==> src/ivm_pkg.sv <==
package ivm_pkg;

    localparam int VOICES_DEF    = 8;
    localparam int ADDR_BITS_DEF = 16;

    localparam logic [16:0] UNITY_STEP  = 17'h10000;
    localparam logic [16:0] MAX_LENGTH  = 17'h10000;
    localparam logic [7:0]  FULL_GAIN   = 8'd255;
    localparam logic [16:0] GAIN_DIV    = 17'd65025;
    localparam logic [16:0] GAIN_RECIP  = 17'd66051;
    localparam int          MOD_STEPS   = 17;

    typedef enum logic [2:0] {
        OP_MIX      = 3'd0,
        OP_START    = 3'd1,
        OP_STOP     = 3'd2,
        OP_STEP     = 3'd3,
        OP_STOP_ALL = 3'd4,
        OP_WRITE    = 3'd5
    } op_t;

    typedef struct packed {
        logic [2:0]         op;
        logic signed [15:0] music_left;
        logic signed [15:0] music_right;
        logic [2:0]         voice_index;
        logic [15:0]        sound_base;
        logic [16:0]        sound_length;
        logic               sound_loop;
        logic [7:0]         volume;
        logic               use_master;
        logic [23:0]        step;
        logic [15:0]        sample_address;
        logic signed [15:0] sample_data;
    } in_word_t;

    typedef struct packed {
        logic signed [15:0] left_out;
        logic signed [15:0] right_out;
        logic               start_ok;
        logic [2:0]         started_voice;
        logic [7:0]         active_mask;
    } out_word_t;

    typedef enum logic [3:0] {
        ST_IDLE,
        ST_EXEC,
        ST_CHECK,
        ST_RD_A,
        ST_RD_B,
        ST_MUL_B,
        ST_SUM,
        ST_SCALE,
        ST_DIV,
        ST_ACC,
        ST_MOD,
        ST_MOD_WR,
        ST_NEXT,
        ST_OUT
    } state_t;

    typedef struct packed {
        logic capture;
        logic exec;
        logic rd_a;
        logic rd_b;
        logic mul_b;
        logic sum;
        logic scale;
        logic div;
        logic acc;
        logic mod_step;
        logic mod_wr;
        logic load_out;
    } cmd_t;

    typedef struct packed {
        logic [2:0] op;
        logic       mixable;
        logic       wrap_loop;
    } stat_t;

endpackage

==> src/ivm_ctrl.sv <==
module ivm_ctrl #(
    parameter int VOICES = 8
) (
    input  logic                  clk,
    input  logic                  rst_n,
    input  logic                  in_valid,
    output logic                  in_ready,
    output logic                  out_valid,
    input  logic                  out_ready,
    input  ivm_pkg::stat_t        stat,
    output ivm_pkg::cmd_t         cmd,
    output logic [((VOICES > 1) ? $clog2(VOICES) : 1)-1:0] voice_sel
);
    import ivm_pkg::*;

    localparam int VI_W = (VOICES > 1) ? $clog2(VOICES) : 1;
    localparam logic [VI_W-1:0] LAST_VOICE = VI_W'(VOICES - 1);

    state_t          state_reg, state_next;
    logic [VI_W-1:0] voice_reg;
    logic [4:0]      cnt_reg;
    logic            out_valid_reg;

    always_comb
    begin
        state_next = state_reg;
        case (state_reg)
            ST_IDLE:   if (in_valid) state_next = ST_EXEC;
            ST_EXEC:   state_next = (stat.op == OP_MIX) ? ST_CHECK : ST_OUT;
            ST_CHECK:  state_next = stat.mixable ? ST_RD_A : ST_NEXT;
            ST_RD_A:   state_next = ST_RD_B;
            ST_RD_B:   state_next = ST_MUL_B;
            ST_MUL_B:  state_next = ST_SUM;
            ST_SUM:    state_next = ST_SCALE;
            ST_SCALE:  state_next = ST_DIV;
            ST_DIV:    state_next = ST_ACC;
            ST_ACC:    state_next = stat.wrap_loop ? ST_MOD : ST_NEXT;
            ST_MOD:    if (cnt_reg == 5'(MOD_STEPS - 1)) state_next = ST_MOD_WR;
            ST_MOD_WR: state_next = ST_NEXT;
            ST_NEXT:   state_next = (voice_reg == LAST_VOICE) ? ST_OUT : ST_CHECK;
            ST_OUT:    if (!out_valid_reg || out_ready) state_next = ST_IDLE;
            default:   state_next = ST_IDLE;
        endcase
    end

    always_comb
    begin
        cmd = '0;
        case (state_reg)
            ST_IDLE:   cmd.capture  = in_valid;
            ST_EXEC:   cmd.exec     = 1'b1;
            ST_RD_A:   cmd.rd_a     = 1'b1;
            ST_RD_B:   cmd.rd_b     = 1'b1;
            ST_MUL_B:  cmd.mul_b    = 1'b1;
            ST_SUM:    cmd.sum      = 1'b1;
            ST_SCALE:  cmd.scale    = 1'b1;
            ST_DIV:    cmd.div      = 1'b1;
            ST_ACC:    cmd.acc      = 1'b1;
            ST_MOD:    cmd.mod_step = 1'b1;
            ST_MOD_WR: cmd.mod_wr   = 1'b1;
            ST_OUT:    cmd.load_out = !out_valid_reg || out_ready;
            default:   cmd = '0;
        endcase
    end

    always_ff @(posedge clk or negedge rst_n)
    begin
        if (!rst_n)
        begin
            state_reg     <= ST_IDLE;
            voice_reg     <= '0;
            cnt_reg       <= '0;
            out_valid_reg <= 1'b0;
        end
        else
        begin
            state_reg <= state_next;
            if (state_reg == ST_EXEC)
            begin
                voice_reg <= '0;
            end
            else if (state_reg == ST_NEXT && voice_reg != LAST_VOICE)
            begin
                voice_reg <= voice_reg + 1'b1;
            end
            if (state_reg == ST_MOD)
            begin
                cnt_reg <= cnt_reg + 1'b1;
            end
            else
            begin
                cnt_reg <= '0;
            end
            if (cmd.load_out)
            begin
                out_valid_reg <= 1'b1;
            end
            else if (out_ready)
            begin
                out_valid_reg <= 1'b0;
            end
        end
    end

    assign in_ready  = (state_reg == ST_IDLE);
    assign out_valid = out_valid_reg;
    assign voice_sel = voice_reg;

    a_accept_leaves_idle: assert property (@(posedge clk) disable iff (!rst_n)
        (in_valid && in_ready) |=> (state_reg == ST_EXEC))
        else $error("accepted word did not start execution");

    a_no_overwrite: assert property (@(posedge clk) disable iff (!rst_n)
        cmd.load_out |-> (!out_valid_reg || out_ready))
        else $error("result overwritten before taken");

    a_mod_bound: assert property (@(posedge clk) disable iff (!rst_n)
        (state_reg == ST_MOD) |-> (cnt_reg < 5'(MOD_STEPS)))
        else $error("modulo step count overrun");

endmodule

==> config.mk <==
export PLATFORM = sky130hd
export DESIGN_NAME = ivm_ctrl
export DESIGN_NICKNAME = d
export VERILOG_FILES = /design/src/ivm_pkg.sv /design/src/ivm_ctrl.sv
export SDC_FILE = /design/constraint.sdc
export NUM_CORES = 1
export LEC_CHECK = 0
export BUFFER_PORTS_ARGS = -buffer_cell sky130_fd_sc_hd__buf_2
export CAP_MARGIN = 20
export CORE_MARGIN = 10
export CORE_UTILIZATION = 45
export CTS_CLUSTER_DIAMETER = 120
export DETAILED_ROUTE_END_ITERATION = 10
export GPL_ROUTABILITY_DRIVEN = 0
export MAX_ROUTING_LAYER = met4
export PLACE_DENSITY_LB_ADDON = 0.2
export SETUP_SLACK_MARGIN = 0.4
export SYNTH_ARGS = -nofsm -noshare
export SYNTH_HDL_FRONTEND = slang
export SYNTH_SLANG_ARGS = --single-unit
==> constraint.sdc <==
create_clock -name clk -period 2.1 [get_ports clk]
set_input_delay 0 -clock clk [delete_from_list [all_inputs] [get_ports clk]]
set_output_delay 0 -clock clk [all_outputs]
set_load 0.01 [all_outputs]
==> results summary, run 1 <==
The clock transition time at the flip-flop clock pins of the worst setup and hold paths came out at 0.08 ns. The number of I/O port buffers came out at 25. The achievable clock frequency is 621 MHz.

By area the synthesized netlist is led by dfrtp_1 (38%), nor2_1 (6.5%), ha_1 (5.8%), nand2b_1 (4.4%), a21oi_1 (3.5%). The die is 63.7 µm tall. The final cycle utilization of the critical path came out at 0.767. The cell count after synthesis came out at 96. The signal on the critical path passes through nand2b_2, or2_1, inv_2, buf_2.

The initial antenna violation count is 0. The maximum level of the CTS H-tree came out at 1. The total CTS buffers is 3. The sequential cell area fraction in the yosys report came out at 0.378. The number of design rule violations left after detail routing is 0. For this configuration, the core starts out at a cell density of 0.488. The area added between synthesis and finish is 21.2%. Row generation in the floorplan step produced 15 rows. The arithmetic-cell share of the synthesized area counting full adders, half adders and majority gates came out at 0.0581.

The biggest cell delay along the critical path came out at 0.51 ns. The tree is rooted in a clkbuf_4. The total power density per cell area came out at 1160 mW/mm². After synthesis, the largest family of logic cells by area is simple AND/OR/NAND/NOR gates. The final count of pins violating max slew was 0. The number of antenna repair diodes came out at 0. The cell taking the most area after synthesis is dfrtp_1. The final count of negative-setup-slack endpoints is 0. The chip width came out at 63.7 µm. For the pin with the worst max-slew slack, the measured transition is 0.311 ns. The number of clock sinks seen by CTS came out at 13. The number of warnings reported in the yosys synthesis log came out at 0.

The highest ir drop seen on vdd came out at 0.707 mV. The die covers 0.00406 mm². The maximum buffer depth of the clock tree is 2.

The post-detailed-route wirelength per cell came out at 13.8 µm. The count of buffering cells on the critical path with inverters included is 2. The share of Yosys cell area claimed by the top area cell type came out at 0.378. For this design, the slowest cell found on the critical path is dfrtp_2. The post-synthesis simple-gate area fraction came out at 0.301. In this design, the largest share of critical-path delay is due to simple AND/OR/NAND/NOR gates. The flow ran to the end, and the final reports show no timing, DRC or antenna violations. After the last flow step, the layout net total stands at 136. TritonCTS built the clock tree. The total negative slack for setup checks is 0 ns. In the global route stage, overall resource usage came out at 0.0965. The data required time at the worst endpoint is 2.10 ns.

The netlist area before placement is 861 µm². The data arrival time of the worst path came out at 1.61 ns. Of the post-synthesis cell area, the part taken by muxes is 0.0233. The synthesized net count came out at 109. The register with the most flip-flops in the layout has 5 of them. The remaining antenna violation count came out at 0. The smallest clock period supported by the final layout is computed as 1.61 ns. The routed wire length came out at 2020 µm. The worst setup path is launched from a flop. The final number of hold-violating endpoints is 0.

The synthesized area per cell is 8.97 µm². The post-synthesis async set-or-reset flop share came out at 1.00. The compound-cell area share of the yosys netlist came to 0.134. The number of max-cap violations came out at 0. The number of synthesized flops with an enable pin came out at 0. The most critical setup path has its startpoint at state_reg[2]. Among all flip-flop cells after synthesis, the most frequent one is dfrtp_1. Of the total synthesized cell area, the portion taken by XOR and XNOR cells is 0.0407. The post-layout instance count excluding filler cells came out at 147.

The number of detailed-routing iterations run before antenna repair came out at 4. For the final database, setup skew stands at 0.00593 ns. The fraction of final layout cells with drive strength greater than 1 is 0.352.

The number of ports placed on the die boundary is 26. In this run the worst hold path is classified as input pin to flop. The biggest fanout along the worst timing path came out at 14. After synthesis the netlist holds a flip-flop and latch count of 13. In this run, the number of DRC markers left after iteration 0 of detailed routing was 9. The latest clock arrival within the worst-skew pair is 0.28 ns. The number of fillers in the final layout is 176. The number of cells in the design after placement is 141.

Setup repair after global routing left no endpoint under its margin. Summed over all layers, the global routing overflow is 0. The number of vias in the routed layout is 781. The HPWL after detailed placement is 1530 µm. The worst hold path begins at out_ready.

The leakage power total came out at 0.523 nW. Entering global routing, the biggest net connects 18 pins. The worst setup path category is flop to output port. The global-route wire length before repair is 3140 µm. The placeable core region came out at 0.00176 mm². The number of vias per cell after detailed routing is 5.31. The number of distinct standard cells referenced by the synthesized netlist came out at 37. The normalized max-slew margin is 0.791. The worst setup path is captured at an output port. The number of global-route vias before repair came out at 722. The critical register-to-register path startpoint is voice_sel[0].
[cells in the mapped netlist, types with 2 or more instances]
library cell / instances
nor4_1: 2
nand2_1: 4
nor3_1: 3
a21oi_1: 6
ha_1: 4
nand2b_1: 6
xnor2_1: 2
nor3b_1: 2
nand3_1: 2
inv_1: 4
dfrtp_1: 13
xor2_1: 2
and2_1: 2
inv_2: 2
nand4b_1: 2
clkbuf_1: 2
mux2i_1: 2
buf_2: 3
nor2_1: 15
[worst min-delay path: cells and delay by family]
kind,cells,cell delay (ns)
buf+inv,1,0.08
simple gates,2,0.18
[kinds of logic (layout without fill, tap and decap cells)]
| kind of cell | count (synthesis) | in the layout |
|---|---|---|
| buf+inv | 12 | 38 |
| fa+ha+maj | 4 | 4 |
| xor+xnor | 4 | 4 |
| flops | 13 | 13 |
| mux | 2 | 2 |
| simple gates | 45 | 45 |
| compound gates | 16 | 16 |
[routing by layer]
| metal | track usage | vias to the layer above | routed length, µm |
|---|---|---|---|
| li1 | - | 385 | - |
| met2 | 0.157 | 25 | 1000 |
| met3 | 0.0557 | 2 | 147 |
| met1 | 0.102 | 369 | 869 |
| met5 | - | - | 0 |
| met4 | 0.0137 | 0 | 4 |
[cell type report]
class / instances / area (µm²) / area share
inverter: 6 / 22.5 / 0.0216
multi-input combinational: 71 / 482 / 0.462
timing repair buffer: 28 / 150 / 0.144
clock buffer: 3 / 22.5 / 0.0216
clock inverter: 1 / 5.00 / 0.00480
sequential: 13 / 330 / 0.317
tap: 25 / 31.3 / 0.0300
[worst paths after layout]
| path | end | slack (ns) | depth (start not counted) |
|---|---|---|---|
| worst max-delay path | cmd[2] | 0.49 | 4 |
| worst min-delay path | out_valid | 0.01 | 3 |
| worst max register to register | voice_sel[2] | 0.52 | 5 |
| worst min register to register | cnt_reg[0] | 0.49 | 1 |
| max in group asynchronous | state_reg[3] | 1.72 | 2 |
| min in group asynchronous | cnt_reg[0] | 0.14 | 2 |
[stage by stage]
step / power (mW) / utilization / setup slack (ns) / hold WS, ns / area (µm²)
after floorplan: 0.874 / - / 0.495 / -0.296 / 861
after global placement: 1.03 / 0.562 / 0.548 / -0.0956 / 991
after detailed placement: 1.03 / 0.562 / 0.524 / -0.0957 / 991
after CTS: 1.19 / 0.584 / 0.435 / 0.0121 / 1030
after global routing: 1.32 / 0.591 / 0.401 / 0.0172 / 1040
final: 1.21 / 0.591 / 0.490 / 0.0138 / 1040
[where the power goes]
group,total (mW),leakage [nW],switching (mW),internal [mW]
combinational,0.592,0.336,0.317,0.275
clock,0.153,0.0177,0.0825,0.0706
sequential,0.468,0.169,0.152,0.316
[timing repair]
item,4_1_cts,5_1_grt
setup endpoints to repair,1,3
hold buffers,1,0
resized for setup,1,4
setup buffers,0,1
pin swaps,0,1
endpoints found under the hold margin,13,0
[layout by cell type, fill, tap and decap left out, types with 2 or more instances in the layout]
master / count
mux2i_1: 2
nor3b_1: 2
inv_1: 4
nand2_1: 4
nor2_1: 15
xnor2_1: 2
a21oi_1: 6
buf_4: 2
inv_2: 2
xor2_1: 2
buf_2: 25
nand2b_1: 5
and2_1: 2
clkbuf_4: 3
dfrtp_2: 4
nand3_1: 2
nand4b_1: 2
nor4_1: 2
nor3_1: 3
ha_1: 4
dfrtp_1: 9
No activity file was read; power rests on OpenSTA's default activity.
==> run 2: changes to the inputs <==
- ABC_AREA: unset -> 1
- CORE_UTILIZATION: 45 -> 44
- clock period: 2.1 -> 1.4 ns (I/O delays scaled with it)
==> run 2 against run 1 <==
Effect of this change: combinational power increased by 140%; area after synthesis decreased by 2.0%; sequential power up 36%; synthesized cell count is 28% higher; hold slack better by 0.054 ns; sequential share of layout area shrank 6.1 points; first-iteration DRC count rose to 3.0 times the previous value; via count increased by 17%; critical path depth is 1 higher.
==> results summary, run 2 <==
The flow ran to the end, and the final reports show no timing, DRC or antenna violations. The total CTS buffers came out at 3. The placeable core region came out at 0.00176 mm². Detailed placement finished with a half-perimeter wire length of 1700 µm. The number of nets in the synthesized netlist is 136. The most used flip-flop cell after synthesis is dfrtp_1. The maximum clock skew at final layout is 0.00442 ns.

Ranked by instance count, the synthesized netlist is headed by nand2_1 (28), inv_1 (23), nor2_1 (22). The worst-case setup margin in the final layout is 0.104 ns. The final count of negative-setup-slack endpoints is 0. The repair_antennas step left the layout with diodes totalling 0. For this design, the sink count on the clock tree is 13. Summed over all cells, the static leakage comes to 0.727 nW. The post-layout minimum cycle time came out at 1.30 ns. Buffers placed on the I/O ports in this run total 25.

The highest ir drop seen on vdd came out at 1.05 mV. The achievable clock frequency is 772 MHz. The number of standard-cell rows in the floorplan came out at 15. The share of Yosys cell area claimed by the top area cell type is 0.386. The worst hold path belongs to the class input pin to flop. The startpoint type of the worst setup path is a flop. The starting density of the core came out at 0.478. The largest net degree at the start of global routing is 14. Counting along the longest clock path gives a buffer depth of 2. Synthesis handed over a netlist of 123 instances.

The remaining antenna violation count is 0. The floorplan step set the die height to 63.8 µm. Dividing total power by cell area gives a power density of 1790 mW/mm². The cell sitting at the root of the clock tree is a clkbuf_4. The cell area that synthesis handed to floorplanning was 843 µm². The number of ports placed on the die boundary is 26.

The worst-margin pin slew came out at 0.304 ns. The area added between synthesis and finish came out at 52.7%. The number of flip-flops in the largest register is 5. Clock latency on the worst-skew pair, taken at its later pin, is 0.28 ns.

By area the synthesized netlist is led by dfrtp_1 (39%), nand2_1 (12%), inv_1 (10%), nor2_1 (9.8%), ha_1 (5.9%). The number of vias per cell after detailed routing is 4.87. Grouping stages by cell kind, the critical path spends the most delay in flip-flops. Max-cap violations in this run came to 0. The synthesized area per cell is 6.86 µm².

Total power for the finished layout comes to 2.31 mW. In the final layout, the share of cells above drive strength 1 is 0.485. The aggregate global routing overflow came out at 0.

The sequential cell area fraction in the yosys report is 0.386. The routed wire length is 2470 µm. The die is 63.8 µm wide.

The global-route wire length before repair is 3950 µm. The setup slack after placement is 0.133 ns. The largest single stage delay on the critical path is 0.49 ns. In this run the worst path has a maximum fanout of 5.

The initial antenna violation count is 0. The data required time at the worst endpoint is 1.40 ns. The number of nets at the end of the flow is 177. The final number of hold-violating endpoints is 0. The die covers 0.00407 mm². The number of global-route vias before repair is 934. At the worst endpoint, the arrival time is 1.30 ns.

The clock transition time at the flip-flop clock pins of the worst setup and hold paths is 0.08 ns. The worst setup path is captured at an output port. In the layout the commonest cells are nand2_1 (22), buf_2 (20), inv_1 (16).

The most frequent cell after synthesis is nand2_1. For this run, the total global-route usage over all layers was measured as 0.120. The number of vias in the routed layout came out at 916. The synthesized design contains 0 enable-type register cells. The number of detailed-routing iterations run before antenna repair is 4. The flip-flop and latch count after synthesis came out at 13. In this run the tightest slew margin relative to its limit is 0.797. The most common cell after layout, fill and taps aside is nand2_1. Of all cell types, the one taking the most synthesized area is dfrtp_1. The detailed router finished its first iteration with 27 violations.

The clock tree from TritonCTS is built. The critical path in this run is classified as flop to output port. The count of buffering cells on the critical path with inverters included came out at 2. The number of design rule violations left after detail routing came out at 0. The final cycle utilization of the critical path is 0.926. The post-detailed-route wirelength per cell came out at 13.1 µm.

Yosys printed 0 warnings. The final count of pins violating max slew is 0. The cell at the slowest stage of the critical path is dfrtp_2. The signal on the critical path passes through nand2_2, nor2_2, inv_1, nor2_1, buf_2. The post-synthesis async set-or-reset flop share is 1.00. For the final routed database, the setup TNS stands at 0 ns. The netlist uses 19 different library cells.

Setup repair after global routing could not meet its margin everywhere. In this run the number of H-tree levels came out at 1.
[run 2: worst reg2reg max path, cell delays in order (launching register included)]
cell,delay [ns]
dfrtp_2,0.45
nand2_1,0.14
inv_2,0.12
nor2_1,0.06
a21oi_1,0.12
nand2_1,0.06
nor2_1,0.14
nand3_1,0.08
[run 2: final timing paths]
path	startpoint	to	slack, ns	cells past startpoint
setup reg to reg	state_reg[0]	state_reg[2]	0.11	7
min in group asynchronous	rst_n	cnt_reg[4]	0.13	2
hold reg to reg	cnt_reg[0]	cnt_reg[0]	0.50	1
max in group asynchronous	rst_n	state_reg[2]	1.01	2
hold / removal	stat[0]	state_reg[1]	0.07	5
setup / recovery	state_reg[2]	cmd[0]	0.10	5
[run 2: cell type report]
type,instances,area (µm²)
clock buffers,4,26.3
fillers,145,477
inverters,23,88.8
multi-input cells,87,564
flip-flops and latches,13,329
well taps,25,31.3
repair buffers,36,248
[run 2: logic make-up after synthesis]
group | share of synthesized area
AOI/OAI and AO/OA | 0.0608
xor gates and xnor gates | 0.0208
adders and majority gates | 0.0593
buffers and inverters | 0.102
DFF | 0.386
and+or+nand+nor | 0.371
[run 2: power breakdown]
| part | internal, mW | switching [mW] | total (mW) |
|---|---|---|---|
| Sequential | 0.481 | 0.156 | 0.637 |
| Combinational | 0.592 | 0.837 | 1.43 |
| Clock | 0.111 | 0.128 | 0.239 |
| Total | 1.18 | 1.12 | 2.31 |
[run 2: repair_timing]
item                                    CTS  global route
endpoints found under the setup margin   22            26
hold endpoints to repair                 14             0
buffers inserted                          6             2
hold buffers                              2             0
gates resized for setup                  29            15
pin swaps                                 4             7
[run 2: stage by stage]
step           cells   util  hold slack, ns  instance area [µm²]
6_report         188  0.730          0.0682                 1290
5_1_grt          188  0.730          0.0896                 1290
4_1_cts          186  0.689          0.0610                 1220
3_5_place_dp     174  0.591         -0.0949                 1040
3_3_place_gp     174  0.591         -0.0957                 1040
2_1_floorplan    123      -          -0.296                  878
[run 2: metal layers]
metal,vias to the layer above,track usage,part of all wire
met4,0,0.0437,0.026
met3,10,0.0436,0.073
li1,458,-,-
met5,-,-,0
met1,414,0.118,0.38
met2,34,0.211,0.52
